$ cat config.mk
export PLATFORM = sky130hd
export DESIGN_NAME = ndd_div
export DESIGN_NICKNAME = d
export VERILOG_FILES = /design/src/rtl/core/ndd_pkg.sv /design/src/rtl/core/ndd_div.sv
export SDC_FILE = /design/constraint.sdc
export NUM_CORES = 1
export LEC_CHECK = 0
export ABC_AREA = 1
export BUFFER_PORTS_ARGS = -buffer_cell sky130_fd_sc_hd__buf_4
export CAP_MARGIN = 10
export CORE_MARGIN = 3
export CORE_UTILIZATION = 30
export DETAILED_ROUTE_END_ITERATION = 12
export HOLD_SLACK_MARGIN = 0.1
export SETUP_SLACK_MARGIN = 0.2
export SLEW_MARGIN = 25
export SYNTH_ARGS = -nofsm -noshare
export SYNTH_HDL_FRONTEND = slang
export SYNTH_SLANG_ARGS = --single-unit
$ cat constraint.sdc
create_clock -name i_clk -period 3.2 [get_ports i_clk]
set_input_delay 0.64 -clock i_clk [delete_from_list [all_inputs] [get_ports i_clk]]
set_output_delay 0.64 -clock i_clk [all_outputs]
set_load 0.005 [all_outputs]
$ cat src/rtl/core/ndd_pkg.sv
// ----------------------------------------------------------------------------
// ndd_pkg
// Shared types, codes and fixed-point helpers for the Newton interpolator.
// ----------------------------------------------------------------------------
package ndd_pkg;

    // default capacity of the sample set
    localparam int DEF_MAX_POINTS = 16;

    // opcodes
    localparam logic [1:0] OP_LOAD  = 2'd0;
    localparam logic [1:0] OP_EVAL  = 2'd1;
    localparam logic [1:0] OP_CLEAR = 2'd2;

    // status codes
    localparam logic [1:0] ST_OK    = 2'd0;
    localparam logic [1:0] ST_EMPTY = 2'd1;
    localparam logic [1:0] ST_DUP   = 2'd2;
    localparam logic [1:0] ST_SAT   = 2'd3;

    localparam logic signed [31:0] Q_MAX = 32'sh7fffffff;
    localparam logic signed [31:0] Q_MIN = 32'sh80000000;

    typedef struct packed {
        logic [1:0]         opcode;
        logic signed [31:0] x_value;
        logic signed [31:0] y_value;
    } t_in_item;

    typedef struct packed {
        logic signed [31:0] interp_value;
        logic [1:0]         status;
    } t_out_item;

    // request to the shared divider
    typedef struct packed {
        logic               start;
        logic signed [32:0] num;
        logic signed [32:0] den;
    } t_div_req;

    // answer from the shared divider
    typedef struct packed {
        logic               done;
        logic signed [31:0] quo;
        logic               sat;
    } t_div_rsp;

    // saturated value with flag
    typedef struct packed {
        logic               sat;
        logic signed [31:0] val;
    } t_sat;

    // clamp a 33-bit sum or difference to 32 bits
    function automatic t_sat f_clamp33(input logic signed [32:0] v);
        t_sat r;
        if (v[32] != v[31]) begin
            r.sat = 1'b1;
            r.val = v[32] ? Q_MIN : Q_MAX;
        end else begin
            r.sat = 1'b0;
            r.val = v[31:0];
        end
        return r;
    endfunction

    // product / 2^24, truncated toward zero, then clamped
    function automatic t_sat f_qscale(input logic signed [63:0] p);
        t_sat               r;
        logic signed [63:0] adj;
        logic [39:0]        t;
        adj = p[63] ? (p + 64'sd16777215) : p;
        t   = adj[63:24];
        if ((&t[39:31]) || !(|t[39:31])) begin
            r.sat = 1'b0;
            r.val = t[31:0];
        end else begin
            r.sat = 1'b1;
            r.val = t[39] ? Q_MIN : Q_MAX;
        end
        return r;
    endfunction

endpackage

$ cat src/rtl/core/ndd_div.sv
// ----------------------------------------------------------------------------
// ndd_div
// Radix-2 restoring divider: (num * 2^24) / den, truncated toward zero,
// saturated to 32 bits; a zero divisor gives zero. One quotient bit a cycle.
// ----------------------------------------------------------------------------
module ndd_div (
    input  logic              i_clk,
    input  logic              i_rst_n,
    input  ndd_pkg::t_div_req i_req,
    output ndd_pkg::t_div_rsp o_rsp
);
    import ndd_pkg::*;

    localparam int QW = 57;
    localparam logic [5:0] LAST_STEP = 6'(QW - 1);

    logic              r_busy;
    logic              r_done;
    logic [5:0]        r_cnt;
    logic [32:0]       r_rem;
    logic [QW-1:0]     r_quo;
    logic [32:0]       r_dmag;
    logic              r_neg;
    logic              r_zero;

    logic [32:0]       num_mag;
    logic [32:0]       den_mag;
    logic [33:0]       rem_sh;
    logic [33:0]       trial;

    // operand magnitudes and one trial subtraction
    always_comb begin
        num_mag = i_req.num[32] ? (~i_req.num + 33'd1) : i_req.num;
        den_mag = i_req.den[32] ? (~i_req.den + 33'd1) : i_req.den;
        rem_sh  = {r_rem, r_quo[QW-1]};
        trial   = rem_sh - {1'b0, r_dmag};
    end

    // control
    always_ff @(posedge i_clk) begin
        if (!i_rst_n) begin
            r_busy <= 1'b0;
            r_done <= 1'b0;
            r_cnt  <= '0;
        end else begin
            r_done <= 1'b0;
            if (i_req.start) begin
                r_busy <= 1'b1;
                r_cnt  <= '0;
            end else if (r_busy) begin
                r_cnt <= r_cnt + 6'd1;
                if (r_cnt == LAST_STEP) begin
                    r_busy <= 1'b0;
                    r_done <= 1'b1;
                end
            end
        end
    end

    // datapath
    always_ff @(posedge i_clk) begin
        if (i_req.start) begin
            r_rem  <= '0;
            r_quo  <= {num_mag, 24'd0};
            r_dmag <= den_mag;
            r_neg  <= i_req.num[32] ^ i_req.den[32];
            r_zero <= (i_req.den == '0);
        end else if (r_busy) begin
            if (!trial[33]) begin
                r_rem <= trial[32:0];
                r_quo <= {r_quo[QW-2:0], 1'b1};
            end else begin
                r_rem <= rem_sh[32:0];
                r_quo <= {r_quo[QW-2:0], 1'b0};
            end
        end
    end

    // sign and saturation of the result
    always_comb begin
        o_rsp.done = r_done;
        o_rsp.sat  = 1'b0;
        o_rsp.quo  = '0;
        if (!r_zero) begin
            if (!r_neg) begin
                if (|r_quo[QW-1:31]) begin
                    o_rsp.sat = 1'b1;
                    o_rsp.quo = Q_MAX;
                end else begin
                    o_rsp.quo = r_quo[31:0];
                end
            end else begin
                if ((|r_quo[QW-1:32]) || (r_quo[31] && (|r_quo[30:0]))) begin
                    o_rsp.sat = 1'b1;
                    o_rsp.quo = Q_MIN;
                end else begin
                    o_rsp.quo = ~r_quo[31:0] + 32'd1;
                end
            end
        end
    end

endmodule

-- Yosys cells after proc, flatten, opt, wreduce, memory -nomap -nowiden
Cells that the tools add are included.
- multiplexer cells: 16
- eq/ne operators: 1
- bitwise gates (word level): 6
- reductions and logical operators: 9
- add/subtract/negate cells: 5
- operators with widths (cell ; count):
    33-bit two-way mux ; 4
    57-bit two-way mux ; 2
    32-bit two-way mux ; 3
    33-bit by 1-bit adder with 33-bit output (second input constant) ; 2
    33-bit inverter ; 2
    34-bit by 33-bit subtractor with 34-bit output ; 1
    33-bit zero test ; 1
    32-bit by 1-bit adder with 32-bit output (second input constant) ; 1
    32-bit inverter ; 1
    31-bit OR reduction ; 1
    26-bit OR reduction ; 1
    25-bit OR reduction ; 1
    1-bit two-way mux ; 7
    6-bit by 1-bit adder with 6-bit output (second input constant) ; 1
    6-bit == test (second input constant) ; 1
    3-bit OR reduction ; 1
    1-bit inverter ; 2
    2-bit nonzero test ; 1
    2-bit OR reduction ; 1
    1-bit logical AND ; 1
    1-bit logical OR ; 1
    1-bit bitwise XOR ; 1
- bits of input ports: 69
- flip-flop bits (word level): 133

-- Longest topological paths before layout
- word-level depth: 6
- gate-level depth with buffers: 19

-- Worst setup path before layout
Ideal clock, no wire load.
- path kind: input -> register
- start point: input i_req[66] (netlist bit)
- end point: register r_quo[24], enable pin
- cell stages on the path: 4
- setup slack: 0.488 ns
- path buffers: 2
- library setup time: 0.410 ns
- arrival time: 2.301 ns
- required time: 2.790 ns
- cell sequence: clkbuf_1 > nor2_1 > clkinv_1 > clkbuf_1
- cells in the longest elaborated chain, start to end: 1
- RTL lines (item ; RTL line ; text):
    start, declared ; ndd_div.sv:9 ; input ndd_pkg::t_div_req i_req,
    2-bit nonzero test (no source line) ; -- ;
    end signal, assigned ; ndd_div.sv:64 ; r_quo <= {num_mag, 24'd0};
    end signal, assigned ; ndd_div.sv:71 ; r_quo <= {r_quo[QW-2:0], 1'b1};
    end signal, assigned ; ndd_div.sv:74 ; r_quo <= {r_quo[QW-2:0], 1'b0};
    end, declared ; ndd_div.sv:21 ; logic [QW-1:0] r_quo;
No other way between the ends.
A chain may end at the register's enable or synchronous reset.

==> reports/qor.csv <==
stage;metric;value;unit
critical_path;CP Data Required Time;2.56;ns
timing;TNS Setup;0;ns
final_layout;Fill cells;3762;
logic_synthesis;post-synthesis register bit count;133;
timing;min cycle time layout;2.96;ns
timing;Final Hold Fails;0;
detailed_routing;Vias;11300;
global_routing;All-Layer GR Usage;17.6;%
logic_synthesis;sequential fraction of the synthesis area;30.4;%
critical_path;nature of the critical path endpoint;primary output;
final_layout;layout cells sized above 1;15.8;%
cts;H-tree depth;4;
power_and_ir_drop;combinational share of power;18.2;%
critical_path;reg-to-reg startpoint;r_dmag[30];
power_and_ir_drop;Clock power frac;41.9;%
critical_path;Worst R2R Setup Slack;0.64;ns
outcome;status;finished clean;
detailed_routing;DRT antenna net count;0;
floorplanning;width of the die;197;um
global_routing;GR Util met1;21.8;%
detailed_routing;DRT Wirelength;34900;um
logic_synthesis;Primary FF master, synth;edfxtp_1;
cts;Worst-path clk slew;0.07;ns
detailed_routing;Pre-Repair DR Iteration Count;5;
place;gpl congestion;0.941;
worst_hold_path;hold path cells;1;
timing;crit share post-route;92.4;%
floorplanning;die area;39000;um^2
place;PortBufs;102;
critical_path;critical path startpoint;r_quo[18];
logic_synthesis;synthesized cell area;11000;um^2
floorplanning;Die Height;197;um
logic_synthesis;Synth warnings;0;
logic_synthesis;Post-synth EDFFs;68;
logic_synthesis;syn_area_per_cell;6.48;um^2
place;pre-CTS setup slack;0.334;ns
global_routing;gr busiest metal;met2;
power_and_ir_drop;leakage;6.55;nW
final_layout;Final #Nets;1922;
global_routing;GRT Residual Overflow;0;
detailed_routing;Residual DRC;0;
cts;Clock Path Buffers;2;
global_routing;grt met3 use;3.05;%
detailed_routing;post-DR vias/cell;4.92;
critical_path;CP max FO;7;
floorplanning;core area;35800;um^2
power_and_ir_drop;VDD IR-drop max;0.321;mV
global_routing;largest net degree at the start of global routing;37;
power_and_ir_drop;total power draw;4.91;mW
timing;Tightest Pin Transition;0.816;ns
critical_path;CP max-delay cell;dfxtp_1;
timing;RSZ-0062 raised after global routing;yes;
global_routing;global-route wire length before repair;55000;um
power_and_ir_drop;pwr/cell area;368;nW/um^2
critical_path;Setup crit end;o_rsp[8];
critical_path;reg-to-reg critical path endpoint;r_rem[30];
logic_synthesis;cell count after synthesis;1694;
cts;CTS root buffer;clkbuf_16;
critical_path;startpoint types;flop;
timing;normalized max-slew margin;45.5;%
timing;Final Max Tran Viols;0;
power_and_ir_drop;Internal;3.36;mW
critical_path;Worst Path Class, Setup;reg2out;
logic_synthesis;Async SR Flop Fraction;0;%
timing;final worst setup slack;0.245;ns
power_and_ir_drop;sequential share of power;39.9;%
timing;worst hold slack;0.396;ns
power_and_ir_drop;switching share of power;31.7;%
cts;clock sink count;133;
timing;Worst Skew;0.0155;ns
worst_hold_path;HP Class;in2reg;
timing;Peak Freq;338;MHz
place;dpl hpwl;26800;um
critical_path;critical-path cell list;nor2_1 -> nand3_1 -> nor2_1 -> nand3_1 -> o21ai_4 -> nand2_4 -> nand2_8 -> nand2_8 -> nor3_2 -> buf_4;
timing;Setup-failing EPs final;0;
critical_path;worst endpoint data arrival time;2.32;ns
floorplanning;Row Count;69;
critical_path;worst-case reg-to-reg path depth;12;
cts;clock latency on the worst-skew pair;0.43;ns
floorplanning;I/O Pins;103;
global_routing;number of global-route vias before repair;10700;
cts;CTS tree;done;
detailed_routing;drt first-iter violations;780;
global_routing;M2 GR Usage;30.2;%
logic_synthesis;synthesized net count;1803;
cts;# hold bufs at CTS;0;
logic_synthesis;Synth cell types;49;
final_layout;Area Growth Syn to Fin;21.5;%
floorplanning;Starting Density;30.7;%
critical_path;CP max stage delay;0.39;ns
job;MaxCap Viol Count;0;
power_and_ir_drop;Sw Pwr;1.56;mW
detailed_routing;WL/cell;15.2;um
global_routing;initial antenna violation count;4;
cts;number of CTS-inserted buffers;17;
[kinds of logic after synthesis]
kind of cell             after synthesis  synth area share (%)
AND/OR/NAND/NOR                      976                  39.5
XOR/XNOR                              61                  4.86
AO/OA/AOI/OAI                        187                  9.44
buffers and inverters                297                  11.1
flip-flops                           133                  30.4
adder cells (fa/ha/maj)               40                  4.62
[cell usage after synthesis (2+ instances only)]
cell	number	area, um^2
nor3_1	37	185
o21ai_0	67	335
or2_2	3	18.8
a21oi_1	64	320
buf_12	2	40.0
nor3b_1	7	52.6
a32o_1	2	20.0
nor2_4	2	22.5
nor2_2	7	43.8
a21oi_2	2	17.5
xor2_1	52	455
xnor2_1	9	78.8
nand2_2	6	37.5
clkbuf_1	24	90.1
o21ai_1	6	30.0
and2_1	2	12.5
buf_2	6	30.0
nand4_1	26	163
inv_1	236	886
a31oi_1	3	18.8
nor4_1	17	106
inv_2	10	37.5
nand3b_1	6	45.0
nor3_2	3	30.0
o32ai_1	3	26.3
buf_6	4	45.0
dfxtp_1	65	1300
buf_4	7	52.6
nand3_1	158	791
ha_1	39	488
nand2_1	494	1850
nand3_2	22	220
edfxtp_1	68	2040
nor2_1	178	668
o31ai_1	3	22.5
o22ai_1	26	163
o21bai_1	6	45.0
o211ai_1	2	15.0
clkinv_1	4	15.0
buf_1	3	11.3
nand2_4	5	56.3
[routing by layer]
| layer | vias up | wire length [um] |
|---|---|---|
| met1 | 5119 | 15000 |
| met3 | 69 | 1820 |
| met4 | 2 | 1280 |
| met5 | - | 13 |
| met2 | 333 | 16700 |
| li1 | 5753 | - |
[layout make-up]
type / instances / area (um^2) / share of cell area (%)
sequential: 133 / 3350 / 25.1
antenna: 3 / 7.51 / 0.0562
clock inverter: 15 / 180 / 1.35
timing repair buffer: 146 / 1150 / 8.59
tap: 461 / 577 / 4.32
clock buffer: 17 / 425 / 3.19
inverter: 250 / 943 / 7.07
multi-input combinational: 1265 / 6720 / 50.4
[how the worst min path moves through the flow]
| stage | to | from | slack (ns) |
|---|---|---|---|
| 2_1_floorplan | r_rem[0] | r_rem[0] | 0.45 |
| 3_3_place_gp | r_rem[8] | r_rem[8] | 0.46 |
| 3_5_place_dp | r_rem[24] | r_rem[24] | 0.47 |
| 4_1_cts | r_dmag[0] | i_req[0] | 0.38 |
| 5_1_grt | r_dmag[0] | i_req[0] | 0.39 |
| 6_report | r_dmag[0] | i_req[0] | 0.40 |
[registers in the layout, indices dropped and copies added (netlist names)]
register  flops
r_neg         1
r_rem        33
r_busy        1
r_quo        57
r_dmag       33
r_done        1
r_zero        1
r_cnt         6
[worst max-delay path, delay by kind of cell, from the launching register on]
kind,cells,cell delay [ns]
AOI/OAI and AO/OA,1,0.19
buffers and inverters,1,0.13
DFF,1,0.39
and+or+nand+nor,8,1.17
[through the flow]
| stage | instance area, um^2 | cells | utilization (%) |
|---|---|---|---|
| floorplan | 11000 | 1694 | - |
| global placement | 12200 | 2234 | 34.2 |
| detailed placement | 12200 | 2234 | 34.2 |
| CTS | 13000 | 2272 | 36.2 |
| global route | 13300 | 2289 | 37.2 |
| finish | 13300 | 2290 | 37.3 |
[placed cells by master, fill, tap and decap left out, types with 31 or more instances in the layout]
cell | synthesis | layout
nand2_1 | 494 | 491
ha_1 | 39 | 38
o21ai_0 | 67 | 64
inv_1 | 236 | 233
dfxtp_1 | 65 | 63
a21oi_1 | 64 | 59
xor2_1 | 52 | 52
buf_4 | 7 | 141
edfxtp_1 | 68 | 68
nor2_1 | 178 | 161
nor3_1 | 37 | 31
nand3_1 | 158 | 155
[repair_timing]
action	CTS	global route
endpoints found under the setup margin	31	33
pin swaps	5	20
setup buffers	6	13
gates cloned	0	2
hold endpoints to repair	0	0
resized for setup	20	56
[power by group through the flow]
stage	clock (mW)	combinational [mW]	sequential, mW
floorplan	0	0.523	1.97
global placement	0	0.838	1.99
detailed placement	0	0.841	1.99
CTS	2.10	0.853	1.96
global route	2.17	1.00	1.97
finish	2.06	0.894	1.96
Power figures use the tool's default switching activity.
